## src/design/hcw_pkg.sv

```systemverilog
// Shared types and constants for the health-checked watchdog.
// No dependencies.
package hcw_pkg;

    localparam int TickW    = 32;
    localparam int FailW    = 8;
    localparam int ActionW  = 3;
    localparam int CfgIdxW  = 1;
    localparam int CfgDataW = 32;

    localparam logic [ActionW-1:0] ACT_TICK    = 3'd0;
    localparam logic [ActionW-1:0] ACT_START   = 3'd1;
    localparam logic [ActionW-1:0] ACT_FEED    = 3'd2;
    localparam logic [ActionW-1:0] ACT_CHECK   = 3'd3;
    localparam logic [ActionW-1:0] ACT_RECOVER = 3'd4;

    localparam logic [CfgIdxW-1:0] CFG_TIMEOUT = 1'd0;
    localparam logic [CfgIdxW-1:0] CFG_LIMIT   = 1'd1;

    localparam logic [TickW-1:0] TIMEOUT_RESET = 32'd1000;
    localparam logic [FailW-1:0] LIMIT_RESET   = 8'd3;
    localparam logic [FailW-1:0] FAIL_MAX      = 8'hFF;

    typedef struct packed {
        logic [ActionW-1:0] action;
        logic               health_ok;
        logic               low_memory;
    } item_t;

    typedef struct packed {
        logic             armed;
        logic [TickW-1:0] time_remaining;
        logic [FailW-1:0] failure_count;
        logic             last_check_passed;
        logic             fail_safe;
        logic             reset_request;
        logic             action_ok;
    } result_t;

    typedef struct packed {
        logic valid;
        logic stall;
    } hshk_t;

endpackage

```

## src/design/hcw_in_stage.sv

```systemverilog
// Input request register for the health-checked watchdog.
// Depends on hcw_pkg.
module hcw_in_stage
(
    input  logic          clk,
    input  logic          rst_n,
    input  logic          in_valid,
    output logic          in_stall,
    input  hcw_pkg::item_t in_item,
    input  logic          advance,
    output logic          held_valid,
    output hcw_pkg::item_t held_item
);

    logic           valid_reg;
    logic           valid_next;
    hcw_pkg::item_t item_reg;
    logic           take;

    assign in_stall   = valid_reg && !advance;
    assign take       = in_valid && !in_stall;
    assign held_valid = valid_reg;
    assign held_item  = item_reg;

    always_comb
    begin
        if (take)
        begin
            valid_next = 1'b1;
        end
        else if (advance)
        begin
            valid_next = 1'b0;
        end
        else
        begin
            valid_next = valid_reg;
        end
    end

    always_ff @(posedge clk or negedge rst_n)
    begin
        if (!rst_n)
        begin
            valid_reg <= 1'b0;
        end
        else
        begin
            valid_reg <= valid_next;
        end
    end

    always_ff @(posedge clk)
    begin
        if (take)
        begin
            item_reg <= in_item;
        end
    end

endmodule

```

## src/design/hcw_core.sv

```systemverilog
// Watchdog state, configuration registers and per-request update logic.
// Depends on hcw_pkg.
module hcw_core
(
    input  logic                         clk,
    input  logic                         rst_n,
    input  logic                         cfg_we,
    input  logic [hcw_pkg::CfgIdxW-1:0]  cfg_index,
    input  logic [hcw_pkg::CfgDataW-1:0] cfg_data,
    input  logic                         fire,
    input  hcw_pkg::item_t               item,
    output hcw_pkg::result_t             result
);

    logic [hcw_pkg::TickW-1:0] timeout_reg;
    logic [hcw_pkg::FailW-1:0] limit_reg;
    logic                      armed_reg;
    logic                      armed_next;
    logic [hcw_pkg::TickW-1:0] elapsed_reg;
    logic [hcw_pkg::TickW-1:0] elapsed_next;
    logic [hcw_pkg::FailW-1:0] failures_reg;
    logic [hcw_pkg::FailW-1:0] failures_next;
    logic                      fail_safe_reg;
    logic                      fail_safe_next;
    logic [hcw_pkg::FailW-1:0] failures_inc;
    logic                      rst_req;
    logic                      ok;
    logic                      expired;

    assign failures_inc = (failures_reg == hcw_pkg::FAIL_MAX) ? failures_reg
                                                             : failures_reg + 8'd1;

    always_comb
    begin
        armed_next     = armed_reg;
        elapsed_next   = elapsed_reg;
        failures_next  = failures_reg;
        fail_safe_next = fail_safe_reg;
        ok             = 1'b1;
        unique case (item.action)
            hcw_pkg::ACT_TICK:
            begin
                if (armed_reg && (elapsed_reg < timeout_reg))
                begin
                    elapsed_next = elapsed_reg + 32'd1;
                end
            end
            hcw_pkg::ACT_START:
            begin
                armed_next     = 1'b1;
                elapsed_next   = '0;
                failures_next  = '0;
                fail_safe_next = 1'b0;
            end
            hcw_pkg::ACT_FEED:
            begin
                if (armed_reg)
                begin
                    elapsed_next = '0;
                end
                failures_next = '0;
            end
            hcw_pkg::ACT_CHECK:
            begin
                if (item.health_ok && !item.low_memory)
                begin
                    if (armed_reg)
                    begin
                        elapsed_next = '0;
                    end
                    failures_next = '0;
                end
                else
                begin
                    ok            = 1'b0;
                    failures_next = failures_inc;
                    if ((failures_inc >= limit_reg) && !fail_safe_reg)
                    begin
                        fail_safe_next = 1'b1;
                        if (armed_reg)
                        begin
                            elapsed_next = '0;
                        end
                        failures_next = '0;
                    end
                end
            end
            hcw_pkg::ACT_RECOVER:
            begin
                if (fail_safe_reg)
                begin
                    if (!item.low_memory && (failures_reg == '0))
                    begin
                        fail_safe_next = 1'b0;
                    end
                    else
                    begin
                        ok = 1'b0;
                    end
                end
            end
            default:
            begin
            end
        endcase
    end

    assign expired = !armed_next || (elapsed_next >= timeout_reg);
    assign rst_req = (item.action == hcw_pkg::ACT_TICK) && armed_reg && expired;

    assign result.armed             = armed_next;
    assign result.time_remaining    = expired ? '0 : (timeout_reg - elapsed_next);
    assign result.failure_count     = failures_next;
    assign result.last_check_passed = (failures_next == '0);
    assign result.fail_safe         = fail_safe_next;
    assign result.reset_request     = rst_req;
    assign result.action_ok         = ok;

    always_ff @(posedge clk or negedge rst_n)
    begin
        if (!rst_n)
        begin
            timeout_reg <= hcw_pkg::TIMEOUT_RESET;
            limit_reg   <= hcw_pkg::LIMIT_RESET;
        end
        else if (cfg_we)
        begin
            unique case (cfg_index)
                hcw_pkg::CFG_TIMEOUT: timeout_reg <= cfg_data;
                hcw_pkg::CFG_LIMIT:   limit_reg   <= cfg_data[hcw_pkg::FailW-1:0];
                default:
                begin
                end
            endcase
        end
    end

    always_ff @(posedge clk or negedge rst_n)
    begin
        if (!rst_n)
        begin
            armed_reg     <= 1'b0;
            elapsed_reg   <= '0;
            failures_reg  <= '0;
            fail_safe_reg <= 1'b0;
        end
        else if (fire)
        begin
            armed_reg     <= armed_next;
            elapsed_reg   <= elapsed_next;
            failures_reg  <= failures_next;
            fail_safe_reg <= fail_safe_next;
        end
    end

endmodule

```

## src/design/hcw_out_stage.sv

```systemverilog
// Result register for the health-checked watchdog, holds under stall.
// Depends on hcw_pkg.
module hcw_out_stage
(
    input  logic             clk,
    input  logic             rst_n,
    input  logic             held_valid,
    input  hcw_pkg::result_t next_result,
    output logic             advance,
    output logic             out_valid,
    input  logic             out_stall,
    output hcw_pkg::result_t out_result
);

    logic             valid_reg;
    logic             valid_next;
    hcw_pkg::result_t result_reg;

    assign advance = held_valid && (!valid_reg || !out_stall);

    always_comb
    begin
        if (advance)
        begin
            valid_next = 1'b1;
        end
        else if (out_stall)
        begin
            valid_next = valid_reg;
        end
        else
        begin
            valid_next = 1'b0;
        end
    end

    always_ff @(posedge clk or negedge rst_n)
    begin
        if (!rst_n)
        begin
            valid_reg <= 1'b0;
        end
        else
        begin
            valid_reg <= valid_next;
        end
    end

    always_ff @(posedge clk)
    begin
        if (advance)
        begin
            result_reg <= next_result;
        end
    end

    assign out_valid  = valid_reg;
    assign out_result = result_reg;

endmodule

```

## src/design/health_checked_watchdog_top.sv

```systemverilog
// Top level of the health-checked watchdog: input register, core, result register.
// Depends on hcw_pkg, hcw_in_stage, hcw_core, hcw_out_stage.
//
//  channel  | handshake            | payload
//  ---------+----------------------+----------------------------------------------
//  in       | in_valid / in_stall  | action, health_ok, low_memory
//  out      | out_valid / out_stall| armed, time_remaining, failure_count,
//           |                      | last_check_passed, fail_safe, reset_request,
//           |                      | action_ok
//  cfg      | cfg_we               | cfg_index, cfg_data
//
// One request per cycle sustained while out_stall is low; out_valid rises once the result register loads.
// State is updated as a request moves from the input register to the result register.
// A stalled result holds the input register once it is full; in_stall then rises.
// Reset is asynchronous, active low; no clearing pass, ready as soon as reset is released.
module health_checked_watchdog_top
(
    input  logic                          clk,
    input  logic                          rst_n,
    input  logic                          in_valid,
    output logic                          in_stall,
    input  logic [hcw_pkg::ActionW-1:0]   action,
    input  logic                          health_ok,
    input  logic                          low_memory,
    output logic                          out_valid,
    input  logic                          out_stall,
    output logic                          armed,
    output logic [hcw_pkg::TickW-1:0]     time_remaining,
    output logic [hcw_pkg::FailW-1:0]     failure_count,
    output logic                          last_check_passed,
    output logic                          fail_safe,
    output logic                          reset_request,
    output logic                          action_ok,
    input  logic                          cfg_we,
    input  logic [hcw_pkg::CfgIdxW-1:0]   cfg_index,
    input  logic [hcw_pkg::CfgDataW-1:0]  cfg_data
);

    hcw_pkg::item_t   in_item;
    hcw_pkg::item_t   held_item;
    hcw_pkg::result_t next_result;
    hcw_pkg::result_t out_result;
    logic             held_valid;
    logic             advance;

    assign in_item.action     = action;
    assign in_item.health_ok  = health_ok;
    assign in_item.low_memory = low_memory;

    hcw_in_stage u_in
    (
        .clk        (clk),
        .rst_n      (rst_n),
        .in_valid   (in_valid),
        .in_stall   (in_stall),
        .in_item    (in_item),
        .advance    (advance),
        .held_valid (held_valid),
        .held_item  (held_item)
    );

    hcw_core u_core
    (
        .clk       (clk),
        .rst_n     (rst_n),
        .cfg_we    (cfg_we),
        .cfg_index (cfg_index),
        .cfg_data  (cfg_data),
        .fire      (advance),
        .item      (held_item),
        .result    (next_result)
    );

    hcw_out_stage u_out
    (
        .clk         (clk),
        .rst_n       (rst_n),
        .held_valid  (held_valid),
        .next_result (next_result),
        .advance     (advance),
        .out_valid   (out_valid),
        .out_stall   (out_stall),
        .out_result  (out_result)
    );

    assign armed             = out_result.armed;
    assign time_remaining    = out_result.time_remaining;
    assign failure_count     = out_result.failure_count;
    assign last_check_passed = out_result.last_check_passed;
    assign fail_safe         = out_result.fail_safe;
    assign reset_request     = out_result.reset_request;
    assign action_ok         = out_result.action_ok;

endmodule

```

## config.mk

```make
export PLATFORM = sky130hd
export DESIGN_NAME = health_checked_watchdog_top
export DESIGN_NICKNAME = d
export VERILOG_FILES = /design/src/design/hcw_pkg.sv /design/src/design/hcw_in_stage.sv /design/src/design/hcw_core.sv /design/src/design/hcw_out_stage.sv /design/src/design/health_checked_watchdog_top.sv
export SDC_FILE = /design/constraint.sdc
export NUM_CORES = 1
export LEC_CHECK = 0
export BUFFER_PORTS_ARGS = -buffer_cell sky130_fd_sc_hd__buf_2
export CAP_MARGIN = 20
export CORE_MARGIN = 4
export CORE_UTILIZATION = 40
export DETAILED_ROUTE_END_ITERATION = 16
export GPL_ROUTABILITY_DRIVEN = 0
export HOLD_SLACK_MARGIN = 0.06
export PLACE_DENSITY = 0.58
export SLEW_MARGIN = 20
export SYNTH_ARGS = -nofsm -noshare
export SYNTH_HDL_FRONTEND = slang
export SYNTH_SLANG_ARGS = --single-unit
```

## constraint.sdc

```tcl
create_clock -name clk -period 7.35 [get_ports clk]
set_clock_uncertainty 0.05 [all_clocks]
set_input_delay 0 -clock clk [delete_from_list [all_inputs] [get_ports clk]]
set_output_delay 0 -clock clk [all_outputs]
set_load 0.05 [all_outputs]
```

# ---- Word-level counts from Yosys, hierarchy flattened
# Index checks and enable logic that the tools add are counted.
dict set report totals {
  regBits 134
  latchBits 0
  mem_bits_rw 0
  rom_bits 0
  input_bits 43
  out_inout_bits 47
  wordCells 79
  memories 0
}
dict set report op_classes {
  add_sub_neg 3
  mul 0
  div_mod_pow 0
  n_lt_le_gt_ge 3
  eq_ne 6
  shifts 0
  mux 23
  bitwise_logic 1
  n_reduce_logical 25
}
# operator n
set ops {}
lappend ops {{$mux 32} 4}
lappend ops {{$pmux 32 s4} 1}
lappend ops {{$add 32x1->32 const B} 1}
lappend ops {{$ge 32x32->1} 1}
lappend ops {{$lt 32x32->1} 1}
lappend ops {{$sub 32x32->32} 1}
lappend ops {{$mux 8} 3}
lappend ops {{$logic_not 8->1} 2}
lappend ops {{$pmux 8 s2} 1}
lappend ops {{$mux 1} 12}
lappend ops {{$logic_and 1x1->1} 9}
lappend ops {{$add 8x1->8 const B} 1}
lappend ops {{$eq 8x8->1 const B} 1}
lappend ops {{$ge 8x8->1} 1}
lappend ops {{$logic_not 1->1} 7}
lappend ops {{$eq 3x2->1 const B} 2}
lappend ops {{$reduce_and 2->1} 2}
lappend ops {{$eq 3x1->1 const B} 1}
lappend ops {{$eq 3x3->1 const B} 1}
lappend ops {{$logic_not 3->1} 1}
lappend ops {{$pmux 1 s3} 1}
lappend ops {{$logic_or 1x1->1} 2}
lappend ops {{$ne 2x1->1 const B} 1}
lappend ops {{$pmux 1 s2} 1}
lappend ops {{other kinds (3)} 3}

# ---- Depth between registers and ports, before layout
dict set report logic_depth {
  word_depth 10
  depth_mapped 25
  depth_no_buf 24
}

# ---- Cells and area by module
# Synthesis repeated with hierarchy kept, for this count alone.
dict set report hier_totals {
  cells_unflattened 1051
  area_unflattened_um2 9457.8
}
# module instances cells_each area_per_inst_um2 seq_area_each_um2
set modules_own_cells {}
lappend modules_own_cells {hcw_core 1 993 7855.0 2062.0}
lappend modules_own_cells {hcw_out_stage 1 48 1395.1 1376.3}
lappend modules_own_cells {hcw_in_stage 1 10 207.7 175.2}

# ---- Least setup slack after synthesis
# Ideal clock, no wire load.
dict set report synth_timing {
  kind {reg2reg}
  startpoint {reg u_core.failures_reg[0] (netlist name)}
  endpoint {reg u_out.result_reg (netlist bit u_out.out_result[25]) (data pin)}
  setup_ns 0.261
  arrival_time_ns 5.424
  required_ns 7.039
  setup_slack_ns 1.615
  stages_incl_launch_ff 25
  path_buffers 4
  period_less_slack_ns 5.735
  cell_sequence {dfrtp_1 ha_1 and4_1 nand4_1 nor2b_1 nand3_1 xnor2_1 ha_1 a2111o_1 a31oi_1 o21ai_1 a22o_1 dlygate4sd1_1 a31o_1 ha_1 clkbuf_1 a21o_1 a21o_1 a221oi_1 and3b_1 a21oi_1 and2_1 clkbuf_1 buf_2 nor4_1}
}
dict set report synth_via {
  elab_chain_len 9
  elab_cells_between_ends 11
  cone_classes {add/sub (2); order compare (2); eq/ne (1); mux (4); reduce/logical (2)}
}
# item line
set synth_lines {}
lappend synth_lines {{start, declared} hcw_core.sv:21} ;# logic [hcw_pkg::FailW-1:0] failures_reg;
lappend synth_lines {{start signal, assigned} hcw_core.sv:151} ;# failures_reg <= failures_next;
lappend synth_lines {{$add 8x1->8 / $eq 8x8->1 (equally long branches)} {hcw_core.sv:31, hcw_core.sv:30}}
lappend synth_lines {{$mux 8 *} hcw_core.sv:30} ;# assign failures_inc = (failures_reg == hcw_pkg::FAIL_MAX) ? failures_reg
lappend synth_lines {{$ge 8x8->1 *} hcw_core.sv:77} ;# if ((failures_inc >= limit_reg) && !fail_safe_reg)
lappend synth_lines {{$logic_and 1x1->1 *} hcw_core.sv:77}
lappend synth_lines {{$mux 32 *} hcw_core.sv:77}
lappend synth_lines {{$mux 32 *} hcw_core.sv:65} ;# if (item.health_ok && !item.low_memory)
lappend synth_lines {{$pmux 32 s4 *} hcw_core.sv:40} ;# unique case (item.action)
lappend synth_lines {{$ge 32x32->1} hcw_core.sv:108} ;# assign expired = !armed_next || (elapsed_next >= timeout_reg);
lappend synth_lines {{$logic_or 1x1->1} hcw_core.sv:108}
lappend synth_lines {{end signal, assigned} hcw_out_stage.sv:53} ;# result_reg <= next_result;
lappend synth_lines {{end, declared} hcw_out_stage.sv:17} ;# hcw_pkg::result_t result_reg;
# Mark *: on every way between the ends. The rest lies on a longest branch, timed or not.
# A chain may end at the register's enable or synchronous reset.

# ---- Worst setup path after layout
dict set report layout_timing {
  startpoint {reg u_core.failures_reg[0] (netlist name)}
  endpoint {reg u_out.result_reg (netlist bit u_out.out_result[20]) (data pin)}
}
dict set report layout_via {
  elab_chain_len 9
  elab_cells_between_ends 11
  cone_classes {add/sub (2); order compare (2); eq/ne (1); mux (4); reduce/logical (2)}
}
# item line
set layout_lines {}
lappend layout_lines {{$add 8x1->8 / $eq 8x8->1 (equally long branches)} {hcw_core.sv:31, hcw_core.sv:30}}
lappend layout_lines {{$mux 8 *} hcw_core.sv:30}
lappend layout_lines {{$ge 8x8->1 *} hcw_core.sv:77}
lappend layout_lines {{$logic_and 1x1->1 *} hcw_core.sv:77}
lappend layout_lines {{$mux 32 *} hcw_core.sv:77}
lappend layout_lines {{$mux 32 *} hcw_core.sv:65}
lappend layout_lines {{$pmux 32 s4 *} hcw_core.sv:40}
lappend layout_lines {{named net u_core.elapsed_next (one bit)} hcw_core.sv:20} ;# logic [hcw_pkg::TickW-1:0] elapsed_next;
lappend layout_lines {{$ge 32x32->1} hcw_core.sv:108}
lappend layout_lines {{$logic_or 1x1->1} hcw_core.sv:108}
# Mark *: on every way through the listed nets, which the timed path passes. The rest lies on a longest branch.

==> run_results.csv <==
group,metric,value,unit
status,status,"complete, no violations",
pwr,leakage,4.91,nW
clocking,clk_pin_slew,70,ps
routing,vias,8396,
min_path,worstHoldEndpoint,"u_core.limit_reg[1]",
clocking,htree_levels,4,
timing,fin_crit_sh,90.6,%
floorplanning,die_w,162,um
timing,drv_slew,0,
synthesis,yosys_warnings,0,
grt,grt_pass1_wl,43800,um
clocking,insertion_delay,420,ps
synthesis,yosys_most_used_dff,"dfrtp_1",
routing,wire_per_inst,18.8,um
critical_path,cp.required,7450,ps
timing,finalHoldViolCount,0,
critical_path,r2r_start,"u_core.failures_reg[0]",
pwr,p_comb_share,33.0,%
finish,num_antenna_cells,0,
grt,antenna_found_initial,0,
grt,grt_pass1_vias,7902,
timing,max_slew_margin,30.9,%
floorplanning,rows,56,
min_path,worstHoldPathType,"in2reg",
clocking,cts_buffer_depth,2,
critical_path,crit_top_cell,"ha_1",
pwr,power.density,244,mW/mm^2
timing,tightest_slew,1040,ps
critical_path,worst_path_largest_cell_delay,480,ps
pwr,p_sw,1.00,mW
routing,drc,0,
critical_path,cp_max_fo,23,
finish,fin_cells,1467,
floorplanning,start_util,40.5,%
synthesis,netlist_instances,1033,
clocking,cts_made_buffers,17,
timing,fin_ws,689,ps
critical_path,arrival,6770,ps
pwr,p_clk_share,31.6,%
clocking,post_cts_buffers,0,
min_path,min_from,"cfg_we",
pwr,swShare,37.0,%
timing,rsz0062_at_grt,"no",
place,dp_slack,777,ps
synthesis,synth-edff-count,50,
finish,drive_above_1_share,16.4,%
clocking,cts-root-buf,"clkbuf_16",
routing,viasPerCell,5.72,
critical_path,crit_chain,"ha_1 -> and4_1 -> nand4_1 -> nor2b_1 -> nand3_1 -> xnor2_1 -> ha_1 -> a2111o_1 -> a31oi_1 -> o21ai_1 -> a22o_1 -> o21ai_1 -> mux2_2 -> ha_1 -> inv_1 -> fa_1 -> a21o_1 -> a221oi_2 -> a211oi_1 -> o41ai_1 -> a21o_1 -> and2_1 -> buf_12 -> nor3_1",
timing,setup_viol,0,
pwr,internal_power,1.71,mW
critical_path,critPathSlowestCell,"a22o_1",
grt,track_usage,21.0,%
finish,finalInstanceArea,0.0111,mm^2
critical_path,reg2reg_depth,24,
pwr,power.total,2.71,mW
place,dpl.hpwl,20300,um
critical_path,endpoint_kind,"register",
finish,fillCellCount,2251,
floorplanning,ios,90,
floorplanning,design.core.area,0.0234,mm^2
routing,totalWireLength,27600,um
routing,firstDrtPassIters,5,
place,dp_cells,1392,
pwr,peakVddDrop,0.130,mV
synthesis,syn_avg_cell_area,9.17,um^2
critical_path,worstSetupStartpointType,"register",
place,place_area,0.0101,mm^2
finish,layout_commonest_cell,"nand2_1",
synthesis,ys_seq_area_share,38.2,%
clocking,cts.sinks,134,
synthesis,ys_seq_elements,134,
timing,whs,161,ps
critical_path,critPathKind,"reg2reg",
grt,grt_max_degree,65,
timing,period_needed,6660,ps
routing,drt_iter0_drc,742,
critical_path,cp_top_family,"compound AO/OA/AOI/OAI gates",
finish,largest_reg_flops,45,
floorplanning,fp.dieArea,0.0262,mm^2
routing,ant_nets,0,
finish,layout_common_cells,"nand2_1, buf_2, dfrtp_1",
finish,fin_nets,1253,
critical_path,reg2reg_to,"u_out.out_result[20]",
critical_path,worst-path-buf-inv,2,
finish,finish.utilization,47.5,%
flow_run,max-cap-violations,0,
synthesis,ys_types,84,
finish,area_delta_synth_final,17.5,%
synthesis,synth-async-reset-ratio,62.7,%
min_path,holdPathStages,3,
place,place.port_buffers,89,
synthesis,netlist_area,0.00947,mm^2
pwr,p_seq_share,35.4,%
synthesis,syn_nets,1151,
floorplanning,die_height,162,um
grt,grt_overflow,0,
clocking,cts_tree,"done",
timing,timing.setup.tns,0,ps
critical_path,rrSetupSlack,690,ps
timing,fmax,150,MHz
per-layer routing:
| layer | vias up | routed length [um] | GRT usage (%) |
|---|---|---|---|
| met2 | 267 | 11800 | 31.1 |
| met4 | 0 | 640 | 6.34 |
| met5 | - | 0 | 0 |
| met1 | 4000 | 13400 | 30.9 |
| li1 | 4082 | - | - |
| met3 | 47 | 1750 | 4.26 |
synth_stat cells (11+ instances only):
master    number  share of area (%)
a41oi_1       18                1.7
and3_1        20                1.3
nand2_1      101                4.0
dfrtp_1       76                 20
clkbuf_1      43                1.7
xor2_1        11                1.0
nand3_1       23                1.2
a21oi_1       53                2.8
a31o_1        12                1.1
nand4_1       19                1.3
inv_1         69                2.7
o21a_1        13                1.0
a31oi_1       39                2.6
a21o_1        39                3.1
nor2_1        61                2.4
nor3_1        19                1.0
ha_1          74                9.8
a211oi_1      13                1.0
edfxtp_1      50                 16
xnor2_1       14                1.3
o21ai_0       60                3.2
mux2_2        14                1.7
power by group through the flow:
stage	sequential (mW)	combinational (mW)	clock (mW)
final	0.960	0.895	0.857
after global routing	0.970	0.986	0.909
after global placement	0.971	0.866	0
after floorplan	1.11	0.502	0
after CTS	0.958	0.894	0.875
after detailed placement	0.972	0.872	0
final cells by class:
| class | instances | area (um^2) | share of cell area [%] |
|---|---|---|---|
| Multi-Input combinational cell | 768 | 5290 | 47.5 |
| Sequential cell | 134 | 3610 | 32.5 |
| Timing Repair Buffer | 145 | 983 | 8.84 |
| Clock buffer | 17 | 425 | 3.82 |
| Tap cell | 319 | 399 | 3.59 |
| Inverter | 69 | 259 | 2.33 |
| Clock inverter | 15 | 155 | 1.39 |
what timing repair did:
action / in CTS / in global routing
setup endpoints to repair: 0 / 0
resized for setup: 0 / 0
hold endpoints to repair: 75 / 0
hold buffers: 43 / 0
worst register-to-register path: cells and delay by family, from the launching register on:
kind                       cells  cell delay, ps
DFF                            1             430
and+or+nand+nor                6            1450
xor gates and xnor gates       1             130
AOI/OAI and AO/OA             10            2810
adders and majority gates      4            1060
muxes                          1             190
buffers and inverters          2             270
cells by family (layout without fill, tap and decap cells):
logic type      count (synthesis)  in the layout  share of synthesized area [%]
compound gates                340            340                           24.8
fa+ha+maj                      75             75                           9.99
xor+xnor                       25             25                           2.31
simple gates                  310            310                           16.5
mux                            18             18                           2.09
buf+inv                       131            246                           6.22
flops                         134            134                           38.2
how the worst max path moves through the flow:
stage	slack (ps)	cells after the start	startpoint	endpoint
after global routing	130	24	u_core.failures_reg[0]	u_out.out_result[20]
after detailed placement	780	24	u_core.failures_reg[0]	u_out.out_result[20]
final	690	24	u_core.failures_reg[0]	u_out.out_result[20]
after floorplan	1620	24	u_core.failures_reg[0]	u_out.out_result[25]
after global placement	840	24	u_core.failures_reg[0]	u_out.out_result[20]
after CTS	730	24	u_core.failures_reg[0]	u_out.out_result[20]
Power figures use the tool's default switching activity.
